--- src/b64e_pkg.sv ---
package b64e_pkg;

	localparam logic [7:0] PAD_CHAR         = 8'd61;
	localparam logic [7:0] NEWLINE_CHAR     = 8'd10;
	localparam logic [7:0] LINE_CHARS_RESET = 8'd64;
	localparam logic [7:0] MIN_LINE_CHARS   = 8'd4;

	// Up to four characters for one input byte, before any newlines.
	typedef struct packed {
		logic [3:0][7:0] chars;
		logic [1:0]      last_idx;
		logic            fin;
	} b64e_entry_t;

	typedef enum logic [1:0] {
		ST_CHAR,
		ST_WRAP,
		ST_CLOSE
	} b64e_state_t;

	function automatic logic [7:0] enc_sextet(input logic [5:0] v);
		logic [7:0] r;
		if (v < 6'd26) begin
			r = 8'd65 + {2'b00, v};
		end else if (v < 6'd52) begin
			r = 8'd71 + {2'b00, v};
		end else if (v < 6'd62) begin
			r = 8'd48 + ({2'b00, v} - 8'd52);
		end else if (v == 6'd62) begin
			r = 8'd43;
		end else begin
			r = 8'd47;
		end
		return r;
	endfunction

endpackage

--- src/b64e_front.sv ---
module b64e_front
	import b64e_pkg::*;
(
	input  logic        clk,
	input  logic        arst_n,
	input  logic        in_valid,
	output logic        in_ready,
	input  logic [7:0]  data_byte,
	input  logic        final_byte,
	input  logic        q_full,
	output logic        push,
	output b64e_entry_t push_entry
);

	logic [1:0] phase_q;
	logic [3:0] leftover_q;
	logic [1:0] phase_d;
	logic [3:0] leftover_d;

	assign in_ready = !q_full;
	assign push     = in_valid && in_ready;

	always_comb begin
		push_entry.chars    = '0;
		push_entry.last_idx = 2'd0;
		push_entry.fin      = final_byte;
		phase_d             = 2'd0;
		leftover_d          = 4'd0;
		unique case (phase_q) inside
			2'd0, 2'd3: begin
				push_entry.chars[0] = enc_sextet(data_byte[7:2]);
				phase_d             = 2'd1;
				leftover_d          = {2'b00, data_byte[1:0]};
				if (final_byte) begin
					push_entry.chars[1] = enc_sextet({data_byte[1:0], 4'b0000});
					push_entry.chars[2] = PAD_CHAR;
					push_entry.chars[3] = PAD_CHAR;
					push_entry.last_idx = 2'd3;
				end
			end
			2'd1: begin
				push_entry.chars[0] = enc_sextet({leftover_q[1:0], data_byte[7:4]});
				phase_d             = 2'd2;
				leftover_d          = data_byte[3:0];
				if (final_byte) begin
					push_entry.chars[1] = enc_sextet({data_byte[3:0], 2'b00});
					push_entry.chars[2] = PAD_CHAR;
					push_entry.last_idx = 2'd2;
				end
			end
			default: begin
				push_entry.chars[0] = enc_sextet({leftover_q, data_byte[7:6]});
				push_entry.chars[1] = enc_sextet(data_byte[5:0]);
				push_entry.last_idx = 2'd1;
			end
		endcase
		// The final byte always leaves the group closed.
		if (final_byte) begin
			phase_d    = 2'd0;
			leftover_d = 4'd0;
		end
	end

	always_ff @(posedge clk or negedge arst_n) begin
		if (!arst_n) begin
			phase_q    <= 2'd0;
			leftover_q <= 4'd0;
		end else if (push) begin
			phase_q    <= phase_d;
			leftover_q <= leftover_d;
		end
	end

endmodule

--- src/b64e_queue.sv ---
module b64e_queue
	import b64e_pkg::*;
(
	input  logic        clk,
	input  logic        arst_n,
	input  logic        push,
	input  b64e_entry_t push_entry,
	output logic        full,
	input  logic        pop,
	output logic        head_valid,
	output b64e_entry_t head_entry
);

	b64e_entry_t entries_q [2];
	logic        wr_ptr_q;
	logic        rd_ptr_q;
	logic [1:0]  count_q;

	assign full       = (count_q == 2'd2);
	assign head_valid = (count_q != 2'd0);
	assign head_entry = entries_q[rd_ptr_q];

	always_ff @(posedge clk) begin
		if (push) begin
			entries_q[wr_ptr_q] <= push_entry;
		end
	end

	always_ff @(posedge clk or negedge arst_n) begin
		if (!arst_n) begin
			wr_ptr_q <= 1'b0;
			rd_ptr_q <= 1'b0;
			count_q  <= 2'd0;
		end else begin
			if (push) begin
				wr_ptr_q <= !wr_ptr_q;
			end
			if (pop) begin
				rd_ptr_q <= !rd_ptr_q;
			end
			case ({push, pop})
				2'b10:   count_q <= count_q + 2'd1;
				2'b01:   count_q <= count_q - 2'd1;
				default: count_q <= count_q;
			endcase
		end
	end

endmodule

--- src/b64e_back.sv ---
module b64e_back
	import b64e_pkg::*;
(
	input  logic        clk,
	input  logic        arst_n,
	input  logic [7:0]  line_chars,
	input  logic        head_valid,
	input  b64e_entry_t head_entry,
	output logic        pop,
	output logic        out_valid,
	input  logic        out_ready,
	output logic [7:0]  out_char,
	output logic        last_char
);

	b64e_state_t state_q;
	b64e_state_t state_d;
	logic [1:0]  idx_q;
	logic [7:0]  col_q;
	logic        out_valid_q;
	logic [7:0]  out_char_q;
	logic        last_char_q;

	logic        load;
	logic        emit;
	logic [7:0]  emit_char;
	logic        emit_last;
	logic [7:0]  lim;
	logic [8:0]  col_inc;
	logic        wrap;
	logic        at_last;

	assign load    = !out_valid_q || out_ready;
	assign emit    = load && head_valid;
	// Lengths 1 to 3 are raised to 4 so one byte never yields more than six results.
	assign lim     = (line_chars != 8'd0 && line_chars < MIN_LINE_CHARS) ?
			MIN_LINE_CHARS : line_chars;
	assign col_inc = {1'b0, col_q} + 9'd1;
	assign wrap    = (lim != 8'd0) && (col_inc >= {1'b0, lim});
	assign at_last = (idx_q == head_entry.last_idx);

	// Next state.
	always_comb begin
		state_d = state_q;
		if (emit) begin
			unique case (state_q)
				ST_CHAR: begin
					if (wrap) begin
						state_d = ST_WRAP;
					end else if (at_last && head_entry.fin) begin
						state_d = ST_CLOSE;
					end
				end
				ST_WRAP:  state_d = ST_CHAR;
				ST_CLOSE: state_d = ST_CHAR;
				default:  state_d = ST_CHAR;
			endcase
		end
	end

	// Outputs of the sequencer.
	always_comb begin
		emit_char = head_entry.chars[idx_q];
		emit_last = 1'b0;
		unique case (state_q)
			ST_CHAR: begin
				emit_char = head_entry.chars[idx_q];
				emit_last = at_last && !wrap && !head_entry.fin;
			end
			ST_WRAP: begin
				emit_char = NEWLINE_CHAR;
				emit_last = at_last;
			end
			ST_CLOSE: begin
				emit_char = NEWLINE_CHAR;
				emit_last = 1'b1;
			end
			default: begin
				emit_char = NEWLINE_CHAR;
				emit_last = 1'b0;
			end
		endcase
		pop = emit && emit_last;
	end

	always_ff @(posedge clk or negedge arst_n) begin
		if (!arst_n) begin
			state_q     <= ST_CHAR;
			idx_q       <= 2'd0;
			col_q       <= 8'd0;
			out_valid_q <= 1'b0;
		end else begin
			state_q <= state_d;
			if (load) begin
				out_valid_q <= emit;
			end
			if (emit) begin
				if (state_q == ST_CHAR && lim != 8'd0) begin
					col_q <= wrap ? 8'd0 : col_inc[7:0];
				end
				if (pop) begin
					idx_q <= 2'd0;
					if (head_entry.fin) begin
						col_q <= 8'd0;
					end
				end else if ((state_q == ST_CHAR && !wrap && !at_last) ||
						state_q == ST_WRAP) begin
					idx_q <= idx_q + 2'd1;
				end
			end
		end
	end

	always_ff @(posedge clk) begin
		if (emit) begin
			out_char_q  <= emit_char;
			last_char_q <= emit_last;
		end
	end

	assign out_valid = out_valid_q;
	assign out_char  = out_char_q;
	assign last_char = last_char_q;

	a_pop_has_entry: assert property (@(posedge clk) disable iff (!arst_n)
		pop |-> head_valid)
		else $error("pop without a queued entry");

	a_idx_in_range: assert property (@(posedge clk) disable iff (!arst_n)
		head_valid |-> (idx_q <= head_entry.last_idx))
		else $error("character index past the end of the entry");

	a_close_on_fin: assert property (@(posedge clk) disable iff (!arst_n)
		(state_q == ST_CLOSE) |-> (head_valid && head_entry.fin && at_last))
		else $error("closing newline pending without a final entry");

	a_wrap_clears_col: assert property (@(posedge clk) disable iff (!arst_n)
		(state_q == ST_WRAP) |-> (col_q == 8'd0))
		else $error("line column not cleared on wrap");

endmodule

--- src/base64_stream_encoder.sv ---
// Channel   Handshake              Payload
// input     in_valid / in_ready    data_byte, final_byte
// output    out_valid / out_ready  out_char, last_char
// config    cfg_we                 cfg_wdata (line_chars)
//
// The front encodes a byte in the cycle it is taken and queues its characters.
// The back sends one result per cycle while out_ready allows and an entry waits: a byte
// yields one to six results, and three bytes of a steady stream give four characters plus newlines.
// The output register is the limit; the two-entry queue lets input run ahead.
// Reset clears the group phase, line column and queue, and sets line_chars to 64.
// A stalled output holds its request; input keeps flowing until the queue fills.
module base64_stream_encoder
	import b64e_pkg::*;
(
	input  logic       clk,
	input  logic       arst_n,
	input  logic       in_valid,
	output logic       in_ready,
	input  logic [7:0] data_byte,
	input  logic       final_byte,
	output logic       out_valid,
	input  logic       out_ready,
	output logic [7:0] out_char,
	output logic       last_char,
	input  logic       cfg_we,
	input  logic [7:0] cfg_wdata
);

	logic [7:0]  line_chars_q;
	logic        q_full;
	logic        push;
	b64e_entry_t push_entry;
	logic        pop;
	logic        head_valid;
	b64e_entry_t head_entry;

	always_ff @(posedge clk or negedge arst_n) begin
		if (!arst_n) begin
			line_chars_q <= LINE_CHARS_RESET;
		end else if (cfg_we) begin
			line_chars_q <= cfg_wdata;
		end
	end

	b64e_front u_front (
		.clk        (clk),
		.arst_n     (arst_n),
		.in_valid   (in_valid),
		.in_ready   (in_ready),
		.data_byte  (data_byte),
		.final_byte (final_byte),
		.q_full     (q_full),
		.push       (push),
		.push_entry (push_entry)
	);

	b64e_queue u_queue (
		.clk        (clk),
		.arst_n     (arst_n),
		.push       (push),
		.push_entry (push_entry),
		.full       (q_full),
		.pop        (pop),
		.head_valid (head_valid),
		.head_entry (head_entry)
	);

	b64e_back u_back (
		.clk        (clk),
		.arst_n     (arst_n),
		.line_chars (line_chars_q),
		.head_valid (head_valid),
		.head_entry (head_entry),
		.pop        (pop),
		.out_valid  (out_valid),
		.out_ready  (out_ready),
		.out_char   (out_char),
		.last_char  (last_char)
	);

endmodule
--- config.mk ---
export PLATFORM = sky130hd
export DESIGN_NAME = base64_stream_encoder
export DESIGN_NICKNAME = d
export VERILOG_FILES = /design/src/b64e_pkg.sv /design/src/b64e_front.sv /design/src/b64e_queue.sv /design/src/b64e_back.sv /design/src/base64_stream_encoder.sv
export SDC_FILE = /design/constraint.sdc
export NUM_CORES = 1
export LEC_CHECK = 0
export BUFFER_PORTS_ARGS = -buffer_cell sky130_fd_sc_hd__buf_2
export CAP_MARGIN = 20
export CORE_ASPECT_RATIO = 0.7
export CORE_MARGIN = 2
export CORE_UTILIZATION = 35
export CTS_CLUSTER_SIZE = 8
export DETAILED_ROUTE_END_ITERATION = 7
export PLACE_DENSITY = 0.62
export SKIP_CTS_REPAIR_TIMING = 1
export SLEW_MARGIN = 10
export SYNTH_ARGS = -nofsm -noshare
export SYNTH_HDL_FRONTEND = slang
export SYNTH_SLANG_ARGS = --single-unit
--- constraint.sdc ---
create_clock -name clk -period 3.5 [get_ports clk]
set_input_delay 0.175 -clock clk [delete_from_list [all_inputs] [get_ports clk]]
set_output_delay 0.175 -clock clk [all_outputs]
set_load 0.02 [all_outputs]
==> out/qor.yml, run 1 <==
outcome: "finished, final reports clean"
drive_gt1_share_pct: 14.78
yosys.area_share.simple_pct: 13.99
synth_commonest_cells: "edfxtp_1 (49), o21ai_0 (48), nand2_1 (47)"
max_cap_violations: 0
syn_area_per_cell_sq_um: 9.592
path_max_fanout: 6
grt_pass1_vias: 4365
synth_top_family_by_area: "compound AO/OA/AOI/OAI gates"
synth.area.top_cells: "edfxtp_1 (26%), dfrtp_1 (13%), ha_1 (8.1%)"
ys_seq_area_share_pct: 40.35
fillCellCount: 1472
end_kind: "flip-flop"
ir_worst_vdd_v: 0.0003259
cts_tree: "done"
synth-async-reset-ratio_pct: 38.75
syn_inst: 581
synth_area_sq_mm: 0.005573
startpoint_type: "flip-flop"
rsz0062_at_grt: "false"
clkTransAtPathRegs_ps: 60
grt_first_pass_wirelength_mm: 23.27
fin_setup_tns_ps: 0
ant_nets: 0
num_vias: 4687
yosys_warnings: 0
required_ps: 3760
drc: 0
die_x_microns: 154.8
instances_no_fill: 809
via_per_inst: 5.794
path_class: "flip-flop to flip-flop"
place_inst: 792
grt_max_degree: 32
clock_skew_ps: 5.112
io_buffers: 32
met3_usage_pct: 3.508
core_area_sq_mm: 0.01555
synth_nets: 639
numCtsBuffers: 9
dp_slack_ps: 416.0
min_path_type: "input port to flip-flop"
cp.arrival_ps: 3450
ios: 33
synthXorXnorAreaFrac_pct: 5.344
antenna_found_initial: 0
slew_headroom_pct: 38.11
hold_viol_final: 0
synth_seq_cells: 80
synth_top_area_share_pct: 26.40
rows: 38
final_nets: 662
drt_iter0_drc: 484
yosysUniqueCellTypes: 64
worst_pin_slew_ps: 928.3
final_core_util_pct: 40.52
clockBufferDepth: 2
p_per_area_mw_per_mm2: 791.3
met2_usage_pct: 24.81
clock_latency_ps: 330
grt-busiest-layer: "met1"
finalSetupViolCount: 0
setup_ws_ps: 303.3
synth_area_leader_cell: "edfxtp_1"
cts_sinks: 80
yosysMostFrequentCell: "edfxtp_1"
synthMuxAreaShare_pct: 5.366
power_mw: 4.985
post-dp-hpwl_mm: 10.53
met1_usage_pct: 26.73
gp_congestion: 0.9132
p_leak_nw: 2.533
clock.fmax_mhz: 312.8
dieArea_sq_mm: 0.01696
period_share_pct: 91.33
wire_per_inst_microns: 17.67
htreeDepth: 3
start_util_pct: 35.84
antenna_cells: 0
wl_mm: 14.29
grt_overflow: 0
track_usage_pct: 17.40
cts_root_buf: "clkbuf_16"
synth-compound-area-share_pct: 22.27
firstDrtPassIters: 5
area_growth_pct: 13.04
final_max_slew_viol_count: 0
synth_fa_ha_area_share_pct: 8.083
ys.flop_type: "edfxtp_1"
fin_crit_ps: 3197
synth_edf_count: 49
die_height_microns: 109.6
## sequential cells by signal (all words and copies together) (netlist names), 2 cells and up
register,count
u_queue.count_q,2
u_front.leftover_q,4
u_back.out_char,8
u_back.col_q,8
line_chars_q,8
u_front.phase_q,2
u_back.state_q,2
u_queue.entries_q,40
u_back.idx_q,2
## routing by layer
metal,vias to the layer above,wire (microns)
met4,0,140
met5,-,0
li1,2215,-
met1,2251,7065
met2,206,5939
met3,15,1145
## power by group
part           leakage [nW]  internal (mW)  switching [mW]
registers             0.855           1.48           0.224
clock network         0.166          0.697           0.362
logic                  1.51          0.866            1.36
total                  2.53           3.04            1.94
## layout make-up
cell class	count	area, sq um	share of cell area [%]
clock buffers	9	225.2	3.575
multi-input cells	435	3068	48.70
repair buffers	46	267.8	4.250
flip-flops and latches	80	2248	35.69
inverters	32	120.1	1.907
well taps	200	250.2	3.972
clock inverters	7	120.1	1.907
## critical path, cell delays in order (launching register included)
cell and delay [ps]:
dfrtp_1 450, ha_1 260, nand3_1 110, or2_2 290, nand2_1 80, ha_1 250, a21oi_1 150, o21ai_0 150
a221o_1 430, and2_4 200, a21oi_1 180, ha_1 280, nor2_1 150, xor2_1 150
## per-stage QoR
stage / area (sq um) / hold slack (ps)
floorplan: 5573 / -120.6
global placement: 5944 / 277.3
detailed placement: 5944 / 279.7
CTS: 6290 / -67.26
global route: 6300 / 63.19
finish: 6300 / 59.80
## path summary, 6_finish.rpt
kind	start	endpoint	cells after the start	slack, ps
worst max-delay path	u_back.col_q[0]	u_queue.count_q[1]	13	300
worst min-delay path	cfg_wdata[6]	line_chars_q[6]	3	60
worst max register to register	u_back.col_q[0]	u_queue.count_q[1]	13	300
worst min register to register	u_queue.wr_ptr_q	u_queue.wr_ptr_q	1	500
max in group asynchronous	arst_n	u_front.phase_q[1]	2	2570
min in group asynchronous	arst_n	u_queue.count_q[1]	2	450
## cell usage in the layout (no fill, tap or decap), types with 5 or more instances in the layout
cell,synthesis,final
xnor2_1,22,22
clkbuf_16,0,9
and2_1,5,5
nand3_1,21,21
a31oi_1,14,14
mux2_2,7,7
nor2b_1,7,7
buf_2,7,32
xor2_1,12,12
a21oi_1,41,41
dfrtp_1,30,30
nor3_1,15,15
nand2_1,47,47
buf_4,0,13
or3_1,5,5
a221oi_1,10,10
o21ai_0,48,48
a211oi_1,10,10
nand2b_1,8,8
mux4_2,8,8
nor2_1,30,30
or2_2,5,5
ha_1,36,36
a22o_1,7,7
a21o_1,9,9
edfxtp_1,49,49
o211ai_1,12,12
inv_1,31,31
## kinds of logic after synthesis
kind of cell	Yosys count
XOR/XNOR	34
buffers and inverters	66
adder cells (fa/ha/maj)	36
AND/OR/NAND/NOR	159
flip-flops	80
multiplexers	19
AO/OA/AOI/OAI	187
No activity file was read; power rests on OpenSTA's default activity.
==> run 2, diff against run 1 <==
- REMOVE_ABC_BUFFERS: default -> 1
==> run 2 against run 1 <==
Compared with the run above: maximum frequency fell by 0.79%; via count fell by 0.19%; sequential share of layout area rose by 0.23 points; design area fell by 0.64%; clock power fell by 12%; critical path type unchanged; largest cell class unchanged; largest power group unchanged.
==> out/qor.yml, run 2 (synthesized netlist as in run 1, its figures left out) <==
grt_first_pass_wirelength_mm: 22.07
crit_path_start: "line_chars_q[2]"
slew_headroom_pct: 37.83
most-common-layout-cells: "edfxtp_1 (49), o21ai_0 (48), nand2_1 (47)"
worst_pin_slew_ps: 932.5
numCtsBuffers: 9
grt_max_degree: 32
instances_no_fill: 809
end_kind: "flip-flop"
ir_worst_vdd_v: 0.0002799
path_max_fanout: 6
final_core_util_pct: 40.26
via_per_inst: 5.782
period_share_pct: 92.06
min_path_type: "input port to flip-flop"
dieArea_sq_mm: 0.01696
firstDrtPassIters: 8
antenna_cells: 0
ant_nets: 0
crit_top_cell: "nor2_1"
drt_iter0_drc: 499
rsz0062_at_grt: "false"
path_class: "flip-flop to flip-flop"
post-dp-hpwl_mm: 10.32
slowest_stage: "nor4_1"
drive_gt1_share_pct: 14.61
clock_latency_ps: 330
place_inst: 792
min_from: "cfg_wdata[7]"
whs_ps: 57.49
final_common_cell: "edfxtp_1"
die_x_microns: 154.8
top_register: "u_queue.entries_q"
start_util_pct: 35.84
ff2ff_path_depth: 13
clockBufferDepth: 2
power_mw: 4.844
cts_root_buf: "clkbuf_16"
grt_overflow: 0
wire_per_inst_microns: 17.27
cp.arrival_ps: 3480
p_per_area_mw_per_mm2: 773.8
r2r_slack_ps: 280
outcome: "finished, final reports clean"
htreeDepth: 3
fin_setup_tns_ps: 0
track_usage_pct: 16.62
drc: 0
die_height_microns: 109.6
clock.fmax_mhz: 310.3
core_area_sq_mm: 0.01555
r2r_end: "u_queue.count_q[1]"
startpoint_type: "flip-flop"
grt_pass1_vias: 4170
final_nets: 662
hold_depth: 3
antenna_found_initial: 0
clock_skew_ps: 8.549
reg2reg_from: "line_chars_q[2]"
num_vias: 4678
finalSetupViolCount: 0
wl_mm: 13.97
required_ps: 3760
fin_crit_ps: 3222
cts_tree: "done"
largest_register_ffs: 40
cts_sinks: 80
hold_viol_final: 0
gp_congestion: 0.8958
crit_path_cell_trace: "nor4_1 > nand3_1 > nor2_1 > nor2_1 > ha_1 > a21oi_1 > o21ai_0 > a221o_1 > and2_4 > a21oi_1 > ha_1 > nor2_1 > xor2_1"
area_growth_pct: 12.33
final_max_slew_viol_count: 0
slowest_delay_ps: 440
max_cap_violations: 0
hold_path_end: "line_chars_q[7]"
ios: 33
p_leak_nw: 2.509
clkTransAtPathRegs_ps: 60
rows: 38
io_buffers: 32
==> run 2: power by group <==
part / switching, mW / leakage (nW) / internal (mW)
clock: 0.374 / 0.143 / 0.560
combinational: 1.35 / 1.51 / 0.867
sequential: 0.215 / 0.855 / 1.48
==> run 2: metrics by stage <==
step | setup WS, ps | cell area (sq um)
final | 277.8 | 6260
after global routing | 183.6 | 6260
after CTS | 345.8 | 6250
after detailed placement | 360.1 | 5944
after global placement | 541.9 | 5944
after floorplan | 482.1 | 5436
==> run 2: layer usage <==
metal	global-route usage (%)	up-vias	wire (microns)
li1	-	2218	-
met1	25.45	2246	6814
met2	23.41	203	5799
met3	4.612	11	1260
met4	2.976	0	100
met5	0	-	0
==> run 2: layout make-up <==
cell class | instances | area (sq um)
fill | 1503 | 9288
multi-input combinational | 435 | 3068
sequential | 80 | 2248
timing repair buffer | 46 | 267.8
tap | 200 | 250.2
clock buffer | 9 | 225.2
inverter | 32 | 120.1
clock inverter | 7 | 80.08
==> run 2: worst max path at each step <==
stage                         endpoint  slack, ps  depth (start not counted)
floorplan           u_queue.count_q[1]        480                         13
global placement    u_queue.count_q[1]        540                         13
detailed placement  u_queue.count_q[1]        360                         13
CTS                 u_queue.count_q[1]        350                         13
global route        u_queue.count_q[1]        180                         13
finish              u_queue.count_q[1]        280                         13
==> run 2: worst max-delay path, delay by kind of cell (launching register included) <==
family	cells	cell delay, ps
AO/OA/AOI/OAI	4	860
XOR/XNOR	1	150
adder cells (fa/ha/maj)	2	590
flip-flops	1	390
AND/OR/NAND/NOR	6	1160
==> run 3, diff against run 2 <==
- clock period: 3.5 -> 3.4 ns (I/O delays scaled with it)
==> run 3 against run 2 <==
Compared with the run above: clock power is 4.7% lower; first-iteration DRC count is 4.6% higher; design area is 0.40% lower.
==> out/qor.yml, run 3 (synthesized netlist as in run 1, its figures left out) <==
startpoint_type: "flip-flop"
final_nets: 662
most-common-layout-cells: "edfxtp_1 (49), o21ai_0 (48), nand2_1 (47)"
drc: 0
cp.arrival_ps: 3420
cts_tree: "done"
clkTransAtPathRegs_ps: 60
slew_headroom_pct: 39.16
swShare_pct: 40.75
clock_latency_ps: 330
grt_first_pass_wirelength_mm: 22.50
ant_nets: 0
core_area_sq_mm: 0.01555
path_max_fanout: 6
p_per_area_mw_per_mm2: 788.8
largest_register_ffs: 40
drt_iter0_drc: 522
clockBufferDepth: 2
path_class: "flip-flop to flip-flop"
cts_root_buf: "clkbuf_16"
period_share_pct: 92.97
grt_overflow: 0
numCtsBuffers: 9
power.internal_mw: 2.914
area_growth_pct: 11.88
num_vias: 4748
finalSetupViolCount: 0
drive_gt1_share_pct: 14.61
crit_path_start: "line_chars_q[2]"
hold_viol_final: 0
max_cap_violations: 0
track_usage_pct: 16.90
min_from: "cfg_wdata[7]"
wire_per_inst_microns: 17.49
io_buffers: 32
fillCellCount: 1483
grt_pass1_vias: 4249
firstDrtPassIters: 5
wl_mm: 14.15
required_ps: 3660
top_register: "u_queue.entries_q"
post-dp-hpwl_mm: 10.43
crit_path_end: "u_queue.count_q[1]"
grt_max_degree: 32
die_x_microns: 154.8
worst_pin_slew_ps: 912.6
fin_area_sq_mm: 0.006235
p_leak_nw: 2.494
via_per_inst: 5.869
ios: 33
die_height_microns: 109.6
antenna_found_initial: 0
outcome: "finished, final reports clean"
fin_crit_ps: 3161
rows: 38
combPwrFrac_pct: 46.4
ff2ff_path_depth: 13
start_util_pct: 35.84
r2r_end: "u_queue.count_q[1]"
reg2reg_from: "line_chars_q[2]"
placed_area_sq_mm: 0.005944
clock_skew_ps: 5.481
fin_setup_tns_ps: 0
antenna_cells: 0
p_clk_share_pct: 18.1
min_path_type: "input port to flip-flop"
end_kind: "flip-flop"
ir_worst_vdd_v: 0.0002798
pwr-share-seq_pct: 35.5
htreeDepth: 3
final_common_cell: "edfxtp_1"
dieArea_sq_mm: 0.01696
clock.fmax_mhz: 316.3
p_sw_mw: 2.004
gp_congestion: 0.8958
final_max_slew_viol_count: 0
r2r_slack_ps: 240
rsz0062_at_grt: "false"
cts_sinks: 80
## run 3: worst min-delay path by stage
| stage | depth (start not counted) | end | slack [ps] |
|---|---|---|---|
| after floorplan | 0 | line_chars_q[0] | -130 |
| after global placement | 1 | u_back.state_q[1] | 270 |
| after detailed placement | 1 | u_back.state_q[1] | 270 |
| after CTS | 1 | u_back.state_q[1] | -90 |
| after global routing | 3 | line_chars_q[6] | 70 |
| final | 3 | line_chars_q[7] | 50 |
## run 3: routing by layer
layer  wire (microns)  GRT usage (%)  share of wire [%]
met4              110          3.439               0.78
met2             5873          23.92                 42
met3             1220          3.745                8.6
met5                0              0                  0
met1             6943          26.22                 49
## run 3: worst max-delay path: stages, from the launching register on
cell and delay [ps]:
dfrtp_1 390, nor4_1 400, nand3_1 190, nor2_1 160, nor2_1 60, ha_1 310, a21oi_1 120, o21ai_0 100
a221o_1 420, and2_4 190, a21oi_1 190, ha_1 280, nor2_1 130, xor2_1 150
## run 3: metrics by stage
stage / utilization, % / power (mW) / hold WS [ps] / cells / setup slack (ps)
detailed placement: 38.23 / 4.011 / 273.3 / 792 / 263.8
CTS: 40.04 / 4.922 / -91.01 / 808 / 267.3
global route: 40.10 / 5.259 / 66.42 / 809 / 121.0
finish: 40.10 / 4.918 / 50.65 / 809 / 238.9
floorplan: - / 3.281 / -125.6 / 547 / 382.1
global placement: 38.23 / 3.948 / 268.9 / 792 / 441.6
## run 3: power by group through the flow
stage / logic [mW] / registers [mW] / clock network [mW]
3_3_place_gp: 2.20 / 1.75 / 0
3_5_place_dp: 2.25 / 1.76 / 0
6_report: 2.28 / 1.74 / 0.890
2_1_floorplan: 1.46 / 1.82 / 0
5_1_grt: 2.52 / 1.78 / 0.954
4_1_cts: 2.26 / 1.74 / 0.915
## run 3: area by class of cell
cell class / instances / area (sq um) / area share [%]
clock buffer: 9 / 225.2 / 3.612
sequential: 80 / 2248 / 36.06
tap: 200 / 250.2 / 4.014
timing repair buffer: 46 / 267.8 / 4.295
clock inverter: 7 / 55.05 / 0.8830
inverter: 32 / 120.1 / 1.927
multi-input combinational: 435 / 3068 / 49.21
